`config.mk`:
```
export PLATFORM = sky130hd
export DESIGN_NAME = rate_monotonic_scheduler_flat
export DESIGN_NICKNAME = d
export VERILOG_FILES = /design/src/rtl/core/rms_pkg.sv /design/src/rtl/core/rms_channels.sv /design/src/rtl/core/rate_monotonic_scheduler.sv /design/src/rtl/core/rms_cell.sv /design/src/flat_wrapper.sv
export VERILOG_INCLUDE_DIRS = /design/src /design/src/rtl/core
export SDC_FILE = /design/constraint.sdc
export NUM_CORES = 1
export LEC_CHECK = 0
export BUFFER_PORTS_ARGS = -buffer_cell sky130_fd_sc_hd__buf_4
export CAP_MARGIN = 10
export CELL_PAD_IN_SITES_DETAIL_PLACEMENT = 1
export CELL_PAD_IN_SITES_GLOBAL_PLACEMENT = 1
export CORE_MARGIN = 8
export CORE_UTILIZATION = 40
export CTS_CLUSTER_DIAMETER = 50
export DETAILED_ROUTE_END_ITERATION = 16
export GPL_ROUTABILITY_DRIVEN = 0
export GPL_TIMING_DRIVEN = 0
export PLACE_DENSITY = 0.69
export SYNTH_ARGS = -nofsm -noshare
export SYNTH_HDL_FRONTEND = slang
export SYNTH_HIERARCHICAL = 1
export SYNTH_SLANG_ARGS = --single-unit
```
`constraint.sdc`:
```
create_clock -name clk -period 13.8 [get_ports clk]
set_clock_uncertainty 0.2 [all_clocks]
set_input_delay 0 -clock clk [delete_from_list [all_inputs] [get_ports clk]]
set_output_delay 0 -clock clk [all_outputs]
set_load 0.02 [all_outputs]
```
`src/rtl/core/rate_monotonic_scheduler_assert.svh`:
```
`ifndef RATE_MONOTONIC_SCHEDULER_ASSERT_SVH
`define RATE_MONOTONIC_SCHEDULER_ASSERT_SVH

// Same-cycle implication, sampled on clk, off while rst is high.
`define RMS_ASSERT_NOW(label, ante, cons) \
  label: assert property (@(posedge clk) disable iff (rst) (ante) |-> (cons)) \
    else $error("rms check failed: same-cycle implication");

// Next-cycle implication, sampled on clk, off while rst is high.
`define RMS_ASSERT_NEXT(label, ante, cons) \
  label: assert property (@(posedge clk) disable iff (rst) (ante) |=> (cons)) \
    else $error("rms check failed: next-cycle implication");

`endif

```
`src/rtl/core/rms_pkg.sv`:
```
package rms_pkg;

  localparam int NUM_TASKS   = 4;   // tasks built, 2..4
  localparam int NUM_SLOTS   = 4;   // task slots on the ports
  localparam int COUNT_WIDTH = 16;  // counter width, 8..32
  localparam int TIME_W      = 16;  // period, phase and burst width
  localparam int OUT_CNT_W   = 16;  // counter width on the result word
  localparam int TASK_W      = 2;
  localparam int CFG_IDX_W   = 3;
  localparam int CFG_DATA_W  = 16;

  // register map: periods, then bursts
  localparam logic [CFG_IDX_W-1:0] REG_PERIOD_BASE = 3'd0;
  localparam logic [CFG_IDX_W-1:0] REG_BURST_BASE  = 3'd4;

  // best-so-far word handed down the cell chain
  typedef struct packed {
    logic              found;
    logic [TIME_W-1:0] period;
    logic [TASK_W-1:0] idx;
  } arb_t;

  // per-cell status for the result word
  typedef struct packed {
    logic                   miss;
    logic                   finished;
    logic [COUNT_WIDTH-1:0] missed;
    logic [COUNT_WIDTH-1:0] done;
  } cell_stat_t;

endpackage

```
`src/rtl/core/rms_channels.sv`:
```
interface rms_tick_if;
  import rms_pkg::*;
  logic valid;
  logic ready;
  logic start_run;
  modport source (output valid, output start_run, input ready);
  modport sink (input valid, input start_run, output ready);
endinterface

interface rms_result_if;
  import rms_pkg::*;
  logic                 valid;
  logic                 ready;
  logic [TASK_W-1:0]    run_task;
  logic                 idle;
  logic                 job_finished;
  logic [NUM_SLOTS-1:0] miss_mask;
  logic [OUT_CNT_W-1:0] missed_count_0;
  logic [OUT_CNT_W-1:0] missed_count_1;
  logic [OUT_CNT_W-1:0] missed_count_2;
  logic [OUT_CNT_W-1:0] missed_count_3;
  logic [OUT_CNT_W-1:0] done_count_0;
  logic [OUT_CNT_W-1:0] done_count_1;
  logic [OUT_CNT_W-1:0] done_count_2;
  logic [OUT_CNT_W-1:0] done_count_3;
  modport source (output valid, output run_task, output idle, output job_finished,
                  output miss_mask, output missed_count_0, output missed_count_1,
                  output missed_count_2, output missed_count_3, output done_count_0,
                  output done_count_1, output done_count_2, output done_count_3,
                  input ready);
  modport sink (input valid, input run_task, input idle, input job_finished,
                input miss_mask, input missed_count_0, input missed_count_1,
                input missed_count_2, input missed_count_3, input done_count_0,
                input done_count_1, input done_count_2, input done_count_3,
                output ready);
endinterface

interface rms_cfg_if;
  import rms_pkg::*;
  logic                  valid;
  logic                  ready;
  logic [CFG_IDX_W-1:0]  index;
  logic [CFG_DATA_W-1:0] data;
  modport source (output valid, output index, output data, input ready);
  modport sink (input valid, input index, input data, output ready);
endinterface

```
`src/rtl/core/rate_monotonic_scheduler.sv`:
```
// Rate-monotonic scheduler for up to four periodic tasks. Each word taken on
// the tick channel is one timer tick and yields exactly one result word:
// which task ran (run_task, or idle), whether its job finished, which tasks
// were released with work still left (miss_mask), and the saturating miss
// and completion counters after the tick. A task is a row cell holding its
// phase, remaining burst and counters; the cells hand a best-so-far word
// (found, period, index) down the row, so the shortest period wins and equal
// periods go to the lower index, and the winner at the end of the row is fed
// back as the grant. start_run=1 zeroes phases, bursts and counters before
// its tick; periods and bursts are kept. Period 0 disables a task. Every
// enabled task is released on the first tick after reset or start_run.
// Throughput is one tick per clock: the whole decision is one pass through
// the cell row, and a single output register holds the result word, so a
// tick is taken whenever that register is empty or being emptied. The user
// must write registers through cfg (index 0..3 periods, 4..7 bursts) only
// while no tick is in flight; the block itself does not enforce this.
module rate_monotonic_scheduler
  import rms_pkg::*;
(
  input logic         clk,
  input logic         rst,
  rms_tick_if.sink    tick,
  rms_result_if.source result,
  rms_cfg_if.sink     cfg
);

  logic [TIME_W-1:0] period_q [NUM_SLOTS];
  logic [TIME_W-1:0] burst_q  [NUM_SLOTS];

  arb_t       arb   [NUM_SLOTS+1];
  cell_stat_t stat  [NUM_SLOTS];
  arb_t       grant;
  logic       step;
  logic       res_valid;

  // config: always ready, low half of the map is periods
  assign cfg.ready = 1'b1;

  always_ff @(posedge clk) begin
    if (rst) begin
      for (int i = 0; i < NUM_SLOTS; i++) begin
        period_q[i] <= '0;
        burst_q[i]  <= '0;
      end
    end else if (cfg.valid) begin
      if (cfg.index < REG_BURST_BASE) begin
        period_q[cfg.index[TASK_W-1:0] - REG_PERIOD_BASE[TASK_W-1:0]] <= cfg.data;
      end else begin
        burst_q[cfg.index[TASK_W-1:0] - REG_BURST_BASE[TASK_W-1:0]] <= cfg.data;
      end
    end
  end

  // take a tick when the result slot is free or draining
  assign tick.ready = !res_valid || result.ready;
  assign step       = tick.valid && tick.ready;

  // cell row: head of the chain starts with nothing found
  assign arb[0] = '{found: 1'b0, period: '0, idx: '0};
  assign grant  = arb[NUM_SLOTS];

  for (genvar g = 0; g < NUM_SLOTS; g++) begin : g_slot
    if (g < NUM_TASKS) begin : g_task
      rms_cell u_cell (
        .clk     (clk),
        .rst     (rst),
        .step    (step),
        .clear   (tick.start_run),
        .my_idx  (TASK_W'(g)),
        .period  (period_q[g]),
        .burst   (burst_q[g]),
        .arb_in  (arb[g]),
        .grant   (grant),
        .arb_out (arb[g+1]),
        .stat    (stat[g])
      );
    end else begin : g_absent
      // unbuilt slot: never ready, counters read zero
      assign arb[g+1] = arb[g];
      assign stat[g]  = '0;
    end
  end

  // result register
  always_ff @(posedge clk) begin
    if (rst) begin
      res_valid <= 1'b0;
    end else if (step) begin
      res_valid <= 1'b1;
    end else if (result.ready) begin
      res_valid <= 1'b0;
    end
  end

  always_ff @(posedge clk) begin
    if (step) begin
      result.run_task       <= grant.found ? grant.idx : '0;
      result.idle           <= !grant.found;
      result.job_finished   <= stat[0].finished | stat[1].finished |
                               stat[2].finished | stat[3].finished;
      result.miss_mask      <= {stat[3].miss, stat[2].miss, stat[1].miss, stat[0].miss};
      result.missed_count_0 <= OUT_CNT_W'(stat[0].missed);
      result.missed_count_1 <= OUT_CNT_W'(stat[1].missed);
      result.missed_count_2 <= OUT_CNT_W'(stat[2].missed);
      result.missed_count_3 <= OUT_CNT_W'(stat[3].missed);
      result.done_count_0   <= OUT_CNT_W'(stat[0].done);
      result.done_count_1   <= OUT_CNT_W'(stat[1].done);
      result.done_count_2   <= OUT_CNT_W'(stat[2].done);
      result.done_count_3   <= OUT_CNT_W'(stat[3].done);
    end
  end

  assign result.valid = res_valid;

`include "rate_monotonic_scheduler_assert.svh"

  // an idle tick never finishes a job
  `RMS_ASSERT_NOW(a_idle_no_finish, result.valid && result.idle, !result.job_finished)
  // a held result blocks the tick side
  `RMS_ASSERT_NOW(a_stall_blocks, result.valid && !result.ready, !tick.ready)
  // a granted task has a nonzero period
  `RMS_ASSERT_NEXT(a_grant_enabled, step && grant.found && !cfg.valid,
                   period_q[result.run_task] != '0)

endmodule

```
`src/rtl/core/rms_cell.sv`:
```
module rms_cell
  import rms_pkg::*;
(
  input  logic              clk,
  input  logic              rst,
  input  logic              step,
  input  logic              clear,
  input  logic [TASK_W-1:0] my_idx,
  input  logic [TIME_W-1:0] period,
  input  logic [TIME_W-1:0] burst,
  input  arb_t              arb_in,
  input  arb_t              grant,
  output arb_t              arb_out,
  output cell_stat_t        stat
);

  logic [TIME_W-1:0]      phase, remaining;
  logic [COUNT_WIDTH-1:0] missed, done;

  logic [TIME_W-1:0]      ph, rem, rem_rel;
  logic [COUNT_WIDTH-1:0] mc, dc;
  logic [TIME_W:0]        ph_inc;
  logic                   enabled, release_now, ready, granted;
  logic [TIME_W-1:0]      phase_next, remaining_next;
  logic [COUNT_WIDTH-1:0] missed_next, done_next;

  always_comb begin
    // start_run clears the run state ahead of this tick
    ph  = clear ? '0 : phase;
    rem = clear ? '0 : remaining;
    mc  = clear ? '0 : missed;
    dc  = clear ? '0 : done;

    enabled     = (period != '0);
    release_now = enabled && (ph == '0);
    stat.miss   = release_now && (rem != '0);

    if (!enabled) begin
      rem_rel = '0;
    end else if (release_now) begin
      rem_rel = burst;
    end else begin
      rem_rel = rem;
    end
    ready = (rem_rel != '0);

    // strict less keeps the lower index on equal periods
    if (ready && (!arb_in.found || period < arb_in.period)) begin
      arb_out = '{found: 1'b1, period: period, idx: my_idx};
    end else begin
      arb_out = arb_in;
    end

    granted        = grant.found && (grant.idx == my_idx);
    stat.finished  = granted && (rem_rel == TIME_W'(1));
    remaining_next = granted ? rem_rel - TIME_W'(1) : rem_rel;

    ph_inc = {1'b0, ph} + (TIME_W+1)'(1);
    if (!enabled || ph_inc >= {1'b0, period}) begin
      phase_next = '0;
    end else begin
      phase_next = ph_inc[TIME_W-1:0];
    end

    missed_next = (stat.miss && mc != '1) ? mc + COUNT_WIDTH'(1) : mc;
    done_next   = (stat.finished && dc != '1) ? dc + COUNT_WIDTH'(1) : dc;
    stat.missed = missed_next;
    stat.done   = done_next;
  end

  always_ff @(posedge clk) begin
    if (rst) begin
      phase     <= '0;
      remaining <= '0;
      missed    <= '0;
      done      <= '0;
    end else if (step) begin
      phase     <= phase_next;
      remaining <= remaining_next;
      missed    <= missed_next;
      done      <= done_next;
    end
  end

endmodule
```
`src/flat_wrapper.sv`:
```
// flat-port wrapper written by rule: the top's interface ports become plain ports
module rate_monotonic_scheduler_flat import rms_pkg::*;
  (clk, rst, tick_valid, tick_start_run, tick_ready, result_valid, result_run_task, result_idle, result_job_finished, result_miss_mask, result_missed_count_0, result_missed_count_1, result_missed_count_2, result_missed_count_3, result_done_count_0, result_done_count_1, result_done_count_2, result_done_count_3, result_ready, cfg_valid, cfg_index, cfg_data, cfg_ready);
  rms_tick_if tick_i ();
  rms_result_if result_i ();
  rms_cfg_if cfg_i ();
  input logic clk;
  input logic rst;
  input wire logic [$bits(tick_i.valid)-1:0] tick_valid;
  input wire logic [$bits(tick_i.start_run)-1:0] tick_start_run;
  output wire logic [$bits(tick_i.ready)-1:0] tick_ready;
  output wire logic [$bits(result_i.valid)-1:0] result_valid;
  output wire logic [$bits(result_i.run_task)-1:0] result_run_task;
  output wire logic [$bits(result_i.idle)-1:0] result_idle;
  output wire logic [$bits(result_i.job_finished)-1:0] result_job_finished;
  output wire logic [$bits(result_i.miss_mask)-1:0] result_miss_mask;
  output wire logic [$bits(result_i.missed_count_0)-1:0] result_missed_count_0;
  output wire logic [$bits(result_i.missed_count_1)-1:0] result_missed_count_1;
  output wire logic [$bits(result_i.missed_count_2)-1:0] result_missed_count_2;
  output wire logic [$bits(result_i.missed_count_3)-1:0] result_missed_count_3;
  output wire logic [$bits(result_i.done_count_0)-1:0] result_done_count_0;
  output wire logic [$bits(result_i.done_count_1)-1:0] result_done_count_1;
  output wire logic [$bits(result_i.done_count_2)-1:0] result_done_count_2;
  output wire logic [$bits(result_i.done_count_3)-1:0] result_done_count_3;
  input wire logic [$bits(result_i.ready)-1:0] result_ready;
  input wire logic [$bits(cfg_i.valid)-1:0] cfg_valid;
  input wire logic [$bits(cfg_i.index)-1:0] cfg_index;
  input wire logic [$bits(cfg_i.data)-1:0] cfg_data;
  output wire logic [$bits(cfg_i.ready)-1:0] cfg_ready;
  assign tick_i.valid = tick_valid;
  assign tick_i.start_run = tick_start_run;
  assign tick_ready = tick_i.ready;
  assign result_valid = result_i.valid;
  assign result_run_task = result_i.run_task;
  assign result_idle = result_i.idle;
  assign result_job_finished = result_i.job_finished;
  assign result_miss_mask = result_i.miss_mask;
  assign result_missed_count_0 = result_i.missed_count_0;
  assign result_missed_count_1 = result_i.missed_count_1;
  assign result_missed_count_2 = result_i.missed_count_2;
  assign result_missed_count_3 = result_i.missed_count_3;
  assign result_done_count_0 = result_i.done_count_0;
  assign result_done_count_1 = result_i.done_count_1;
  assign result_done_count_2 = result_i.done_count_2;
  assign result_done_count_3 = result_i.done_count_3;
  assign result_i.ready = result_ready;
  assign cfg_i.valid = cfg_valid;
  assign cfg_i.index = cfg_index;
  assign cfg_i.data = cfg_data;
  assign cfg_ready = cfg_i.ready;
  rate_monotonic_scheduler u_core (.clk(clk), .rst(rst), .tick(tick_i), .result(result_i), .cfg(cfg_i));
endmodule
```
==> qor.yml, run 1 <==
global_route:
  antenna_found_initial: 1
  grt_overflow: 0
  grt_pass1_vias: 29392
  grt_pass1_wl_um: 172000
  grt_max_degree: 65
  track_usage_pct: 23.9
power:
  p_leak_nw: 14.5
  irDropWorstVdd_uv: 77.7
  seqPwrFrac_pct: 37.6
  clkPwrFrac_pct: 48.1
  report.power.total_mw: 4.66
  p_sw_mw: 1.34
  pwr_density_cell_nw_per_um2: 123
  internal_power_mw: 3.32
  comb_power_share_pct: 14.3
  power.share.switching_pct: 28.8
critical_path:
  r2r_setup_slack_ns: 1.13
  path_depth: 48
  r2r_end: "u_core/result.done_count_0[8]"
  cp_slowest_stage_delay_ns: 0.78
  cp.required_ns: 13.97
  worst-path-max-fanout: 10
  worstSetupPathType: "reg -> reg"
  reg2reg_from: "u_core/period_q[0][8]"
  r2r_cells: 48
  crit_path_top_delay_cell: "nor4_1"
  path_buf_inv: 13
  arrival_ns: 12.84
  endpoint: "u_core/result.done_count_0[8]"
  cp_common_cell: "buf_2"
  startpoint_type: "register"
  crit_family: "buffers and inverters"
  crit_start: "u_core/period_q[0][8]"
  crit_path_end_kind: "register"
sta:
  finalHoldViolCount: 0
  max_freq_ghz: 0.0789
  slew_headroom_pct: 29.6
  setup-tns-final_ns: 0
  setup_viol: 0
  slew_violations: 0
  tightest_slew_ns: 1.05
  finalCritPeriodShare_pct: 91.8
  rsz0062_at_grt: "false"
  fin_crit_ns: 12.67
floorplanning:
  num_rows: 103
  boundaryPins: 164
  die_w_um: 298
  fp.dieArea_sq_um: 88800
  dieHeight_um: 298
  initial_utilization_pct: 40.3
  core_area_sq_um: 78900
clock_tree:
  cts_tree: "yes"
  clock_sinks: 521
  cts_root_buffer: "clkbuf_16"
  insertion_delay_ns: 0.64
  cts.htree.levels: 3
  cts_buffers: 86
  path_clk_slew_ns: 0.06
  clk_path_buf_depth: 3
  cts_setup_buffers: 0
layout:
  final_common_cell: "nor2_1"
  fin_util_pct: 47.9
  area_growth_pct: 18.8
  mostFrequentLayoutCells: "456 x nor2_1, 267 x nand2_1, 264 x edfxtp_1"
  fillers: 9270
  fin_cells: 4995
  multiInputGateArea_sq_um: 17400
  nets: 4047
  seq_area_sq_um: 13100
  drive_gt1_share_pct: 11.0
  fin_area_sq_um: 37800
outcome:
  status: "finished clean"
drt:
  drtIter0Drc: 1677
  drtPass1Iterations: 5
  vias_per_cell: 5.80
  wl_per_cell_um: 22.2
  vias: 28979
  drc: 0
  wirelength_um: 111000
  postRouteAntennaNets: 0
placement:
  place_hpwl_um: 80200
  io_buffers: 162
  dp.cells: 4814
  place_area_sq_um: 34600
synth:
  yosys_warnings: 6
  synthCells: 3560
  synth.avg_cell_area_sq_um: 8.94
  synthesis.area_sq_um: 31800
job:
  maxCapViolCount: 0
hold_path:
  worst_hold_path_type: "in -> reg"
[final cells by class]
type	count	area share, %
inverter	174	1.73
clock inverter	60	2.03
buffer	199	2.18
multi-input combinational	2703	46.1
tap	1050	3.48
clock buffer	98	5.87
antenna	1	0.00662
timing repair buffer	189	4.02
sequential	521	34.6
[metrics by stage]
step | setup slack, ns | hold WS, ns
2_1_floorplan | 4.13 | -0.0705
3_3_place_gp | 1.14 | 0.0687
3_5_place_dp | 1.09 | 0.0707
4_1_cts | 1.23 | 0.00546
5_1_grt | 0.529 | 0.0241
6_report | 1.13 | 0.0366
[registers in the layout, indices dropped and copies added, names as in the netlist, 64 cells and up]
| name | flops |
|---|---|
| u_core/g_slot.g_task.u_cell/missed | 64 |
| u_core/g_slot.g_task.u_cell/done | 64 |
| u_core/burst_q | 64 |
| u_core/g_slot.g_task.u_cell/phase | 64 |
| u_core/period_q | 64 |
| u_core/g_slot.g_task.u_cell/remaining | 64 |
[metal layers]
layer | GRT usage [%] | part of all wire (%) | vias to the layer above
met2 | 41.0 | 49 | 653
met1 | 31.0 | 45 | 14492
met3 | 3.58 | 4.3 | 177
met4 | 6.96 | 2.4 | 0
met5 | 0 | 0 | -
li1 | - | - | 13657
[worst min-delay path, delay by kind of cell]
kind | cells | cell delay, ns
simple gates | 2 | 0.68
buf+inv | 1 | 0.08
[power groups by stage]
stage / sequential [mW] / clock [mW] / combinational [mW]
floorplan: 1.80 / 0 / 0.398
global placement: 1.79 / 0 / 0.638
detailed placement: 1.78 / 0 / 0.652
CTS: 1.75 / 2.29 / 0.661
global route: 1.76 / 2.35 / 0.722
finish: 1.75 / 2.24 / 0.665
[worst min path at each step]
stage,start,to,depth (start not counted)
finish,cfg_data[5],u_core/burst_q[2][5],3
CTS,tick_start_run,u_core/g_slot[3].g_task.u_cell/done[2],4
floorplan,tick_valid,u_core/result.valid,2
detailed placement,tick_valid,u_core/result.valid,3
global route,cfg_data[9],u_core/period_q[2][9],3
global placement,tick_valid,u_core/result.valid,3
[timing repair]
item	CTS	global route
hold buffers	22	0
gates resized for setup	0	0
endpoints found under the hold margin	125	0
Power figures use the tool's default switching activity.
==> run 2: changes to the inputs <==
Settings changed: CELL_PAD_IN_SITES_DETAIL_PLACEMENT 1 to 2, CELL_PAD_IN_SITES_GLOBAL_PLACEMENT 1 to 2, CORE_MARGIN 8 to 2, CORE_UTILIZATION 40 to 39, PLACE_DENSITY 0.69 to 0.8.
==> qor.yml, run 2 (synthesized netlist as in run 1, its figures left out) <==
sta:
  finalCritPeriodShare_pct: 96.3  # +4.5 points
  tightest_slew_ns: 1.08  # +0.0364 ns
  slew_violations: 0  # unchanged
  setup-tns-final_ns: 0  # unchanged
  max_freq_ghz: 0.0752  # -4.7%
  slew_headroom_pct: 27.8  # -1.8 points
  fin_crit_ns: 13.29  # +0.625 ns
  setup_viol: 0  # unchanged
  finalHoldViolCount: 0  # unchanged
  rsz0062_at_grt: "false"
clock_tree:
  cts_buffers: 84  # -2.3%
  cts_root_buffer: "clkbuf_16"
  clk_path_buf_depth: 3  # unchanged
  insertion_delay_ns: 0.66  # +0.02 ns
  cts.htree.levels: 3  # unchanged
  path_clk_slew_ns: 0.06  # about the same
  clock_sinks: 521  # unchanged
  cts_tree: "yes"
layout:
  final_common_cell: "nor2_1"
  nets: 4039  # -0.20%
  drive_gt1_share_pct: 11.1  # +0.042 points
  area_growth_pct: 18.0
  mostFrequentLayoutCells: "456 x nor2_1, 267 x nand2_1, 264 x edfxtp_1"
  fin_cells: 4999  # +0.080%
drt:
  drtPass1Iterations: 5  # unchanged
  drc: 0  # unchanged
  vias_per_cell: 6.02  # +3.8%
  wirelength_um: 130000  # +17%
  drtIter0Drc: 2061  # +23%
  vias: 30109  # +3.9%
  postRouteAntennaNets: 0  # unchanged
  wl_per_cell_um: 26.0  # +17%
global_route:
  grt_max_degree: 64  # -1.5%
  grt_pass1_wl_um: 198000  # +16%
  track_usage_pct: 30.6  # +6.7 points
  grt_pass1_vias: 32455  # +10%
  grt_overflow: 0  # unchanged
  antenna_found_initial: 4  # +3
placement:
  place_hpwl_um: 90900  # +13%
  dp.cells: 4823  # +0.19%
  io_buffers: 162  # unchanged
floorplanning:
  num_rows: 104  # +0.97%
  fp.dieArea_sq_um: 83900  # -5.6%
  initial_utilization_pct: 39.4  # -0.90 points
  boundaryPins: 164  # unchanged
  dieHeight_um: 290  # -2.8%
  die_w_um: 290  # -2.8%
  core_area_sq_um: 80700  # +2.3%
outcome:
  status: "finished clean"
power:
  pwr_density_cell_nw_per_um2: 123  # -0.17%
  irDropWorstVdd_uv: 119  # +54%
  p_leak_nw: 14.4  # -0.81%
job:
  maxCapViolCount: 0  # unchanged
critical_path:
  path_buf_inv: 13  # unchanged
  worstSetupPathType: "reg -> reg"
  r2r_cells: 48  # unchanged
  reg2reg_from: "u_core/period_q[0][1]"
  r2r_end: "u_core/result.done_count_0[8]"
  worst-path-max-fanout: 10  # unchanged
  crit_path_end_kind: "register"
  startpoint_type: "register"
  r2r_setup_slack_ns: 0.51  # -0.63 ns
  crit_family: "buffers and inverters"
  crit_path_top_delay_cell: "clkbuf_1"
  arrival_ns: 13.54  # +0.70 ns
  cp_slowest_stage_delay_ns: 0.86  # +0.08 ns
  cp.required_ns: 14.05  # +0.08 ns
  cp_common_cell: "buf_2"
hold_path:
  min-delay-start: "cfg_data[10]"
  hold_depth: 3  # unchanged
  worst_hold_path_type: "in -> reg"
  hold_path_end: "u_core/burst_q[3][10]"
-- run 2: cell types whose count changed in the layout (fill, tap and decap cells not counted), moves of 2 or more --
cell,delta
clkinv_1,+5
clkinv_2,+5
dlygate4sd3_1,-5
bufinv_16,-4
clkbuf_1,-4
clkinvlp_4,+4
clkbuf_16,-3
inv_6,-2
inv_8,-2
nor4_1,-2
nor4_2,+2
-- run 2: area by class of cell --
class                   instances  area (sq um)
diodes                          1          2.50
well taps                    1060          1330
plain buffers                 199           825
fillers                      8818         43100
clock inverters                65           656
flip-flops and latches        521         13100
clock buffers                  93          2150
multi-input cells            2703         17400
repair buffers                183          1450
inverters                     174           653
-- run 2: repair_timing --
action,CTS,global route
resized for setup,0,4
endpoints found under the hold margin,116,0
buffers inserted,0,0
hold buffers,17,0
endpoints found under the setup margin,0,9
-- run 2: worst register-to-register path, delay by kind of cell, from the launching register on --
family | cells | cell delay, ns
AOI/OAI and AO/OA | 15 | 3.03
xor gates and xnor gates | 2 | 0.63
adders and majority gates | 4 | 1.08
buffers and inverters | 13 | 3.92
DFF | 1 | 0.44
muxes | 4 | 1.42
and+or+nand+nor | 10 | 2.40
-- run 2: where the power goes --
group / leakage, nW / total [mW] / internal (mW) / switching, mW
Sequential: 4.68 / 1.76 / 1.70 / 0.0575
Clock: 1.36 / 2.15 / 1.28 / 0.874
Combinational: 8.33 / 0.717 / 0.233 / 0.484
Total: 14.4 / 4.63 / 3.21 / 1.42
-- run 2: worst max-delay path by stage --
stage                                              from                                           end  cells past startpoint
2_1_floorplan  u_core/g_slot[0].g_task.u_cell/phase[10]  u_core/g_slot[3].g_task.u_cell/remaining[14]                     52
3_3_place_gp                             tick_start_run                 u_core/result.done_count_2[8]                     51
3_5_place_dp                             tick_start_run        u_core/g_slot[2].g_task.u_cell/done[8]                     52
4_1_cts                           u_core/period_q[0][0]        u_core/g_slot[2].g_task.u_cell/done[8]                     51
5_1_grt        u_core/g_slot[0].g_task.u_cell/phase[15]                u_core/result.done_count_3[13]                     52
6_report                          u_core/period_q[0][1]                 u_core/result.done_count_0[8]                     48
-- run 2: per-layer routing --
metal / global-route usage (%) / vias up / share of wire [%]
met2: 52.4 / 747 / 48
li1: - / 13633 / -
met4: 10.7 / 2 / 3.1
met5: 0 / - / 0.0093
met3: 3.81 / 236 / 4.4
met1: 39.7 / 15491 / 44
-- run 2: stage by stage --
step	hold slack, ns	utilization, %	setup slack (ns)	power (mW)	cell area, sq um
after global placement	0.0427	42.8	1.03	2.44	34500
after CTS	0.00701	46.5	0.467	4.65	37500
after detailed placement	0.0832	42.8	0.622	2.47	34600
final	0.0432	46.6	0.506	4.63	37600
after global routing	0.00828	46.5	0.0253	4.78	37600
after floorplan	-0.0705	-	4.13	2.19	32000
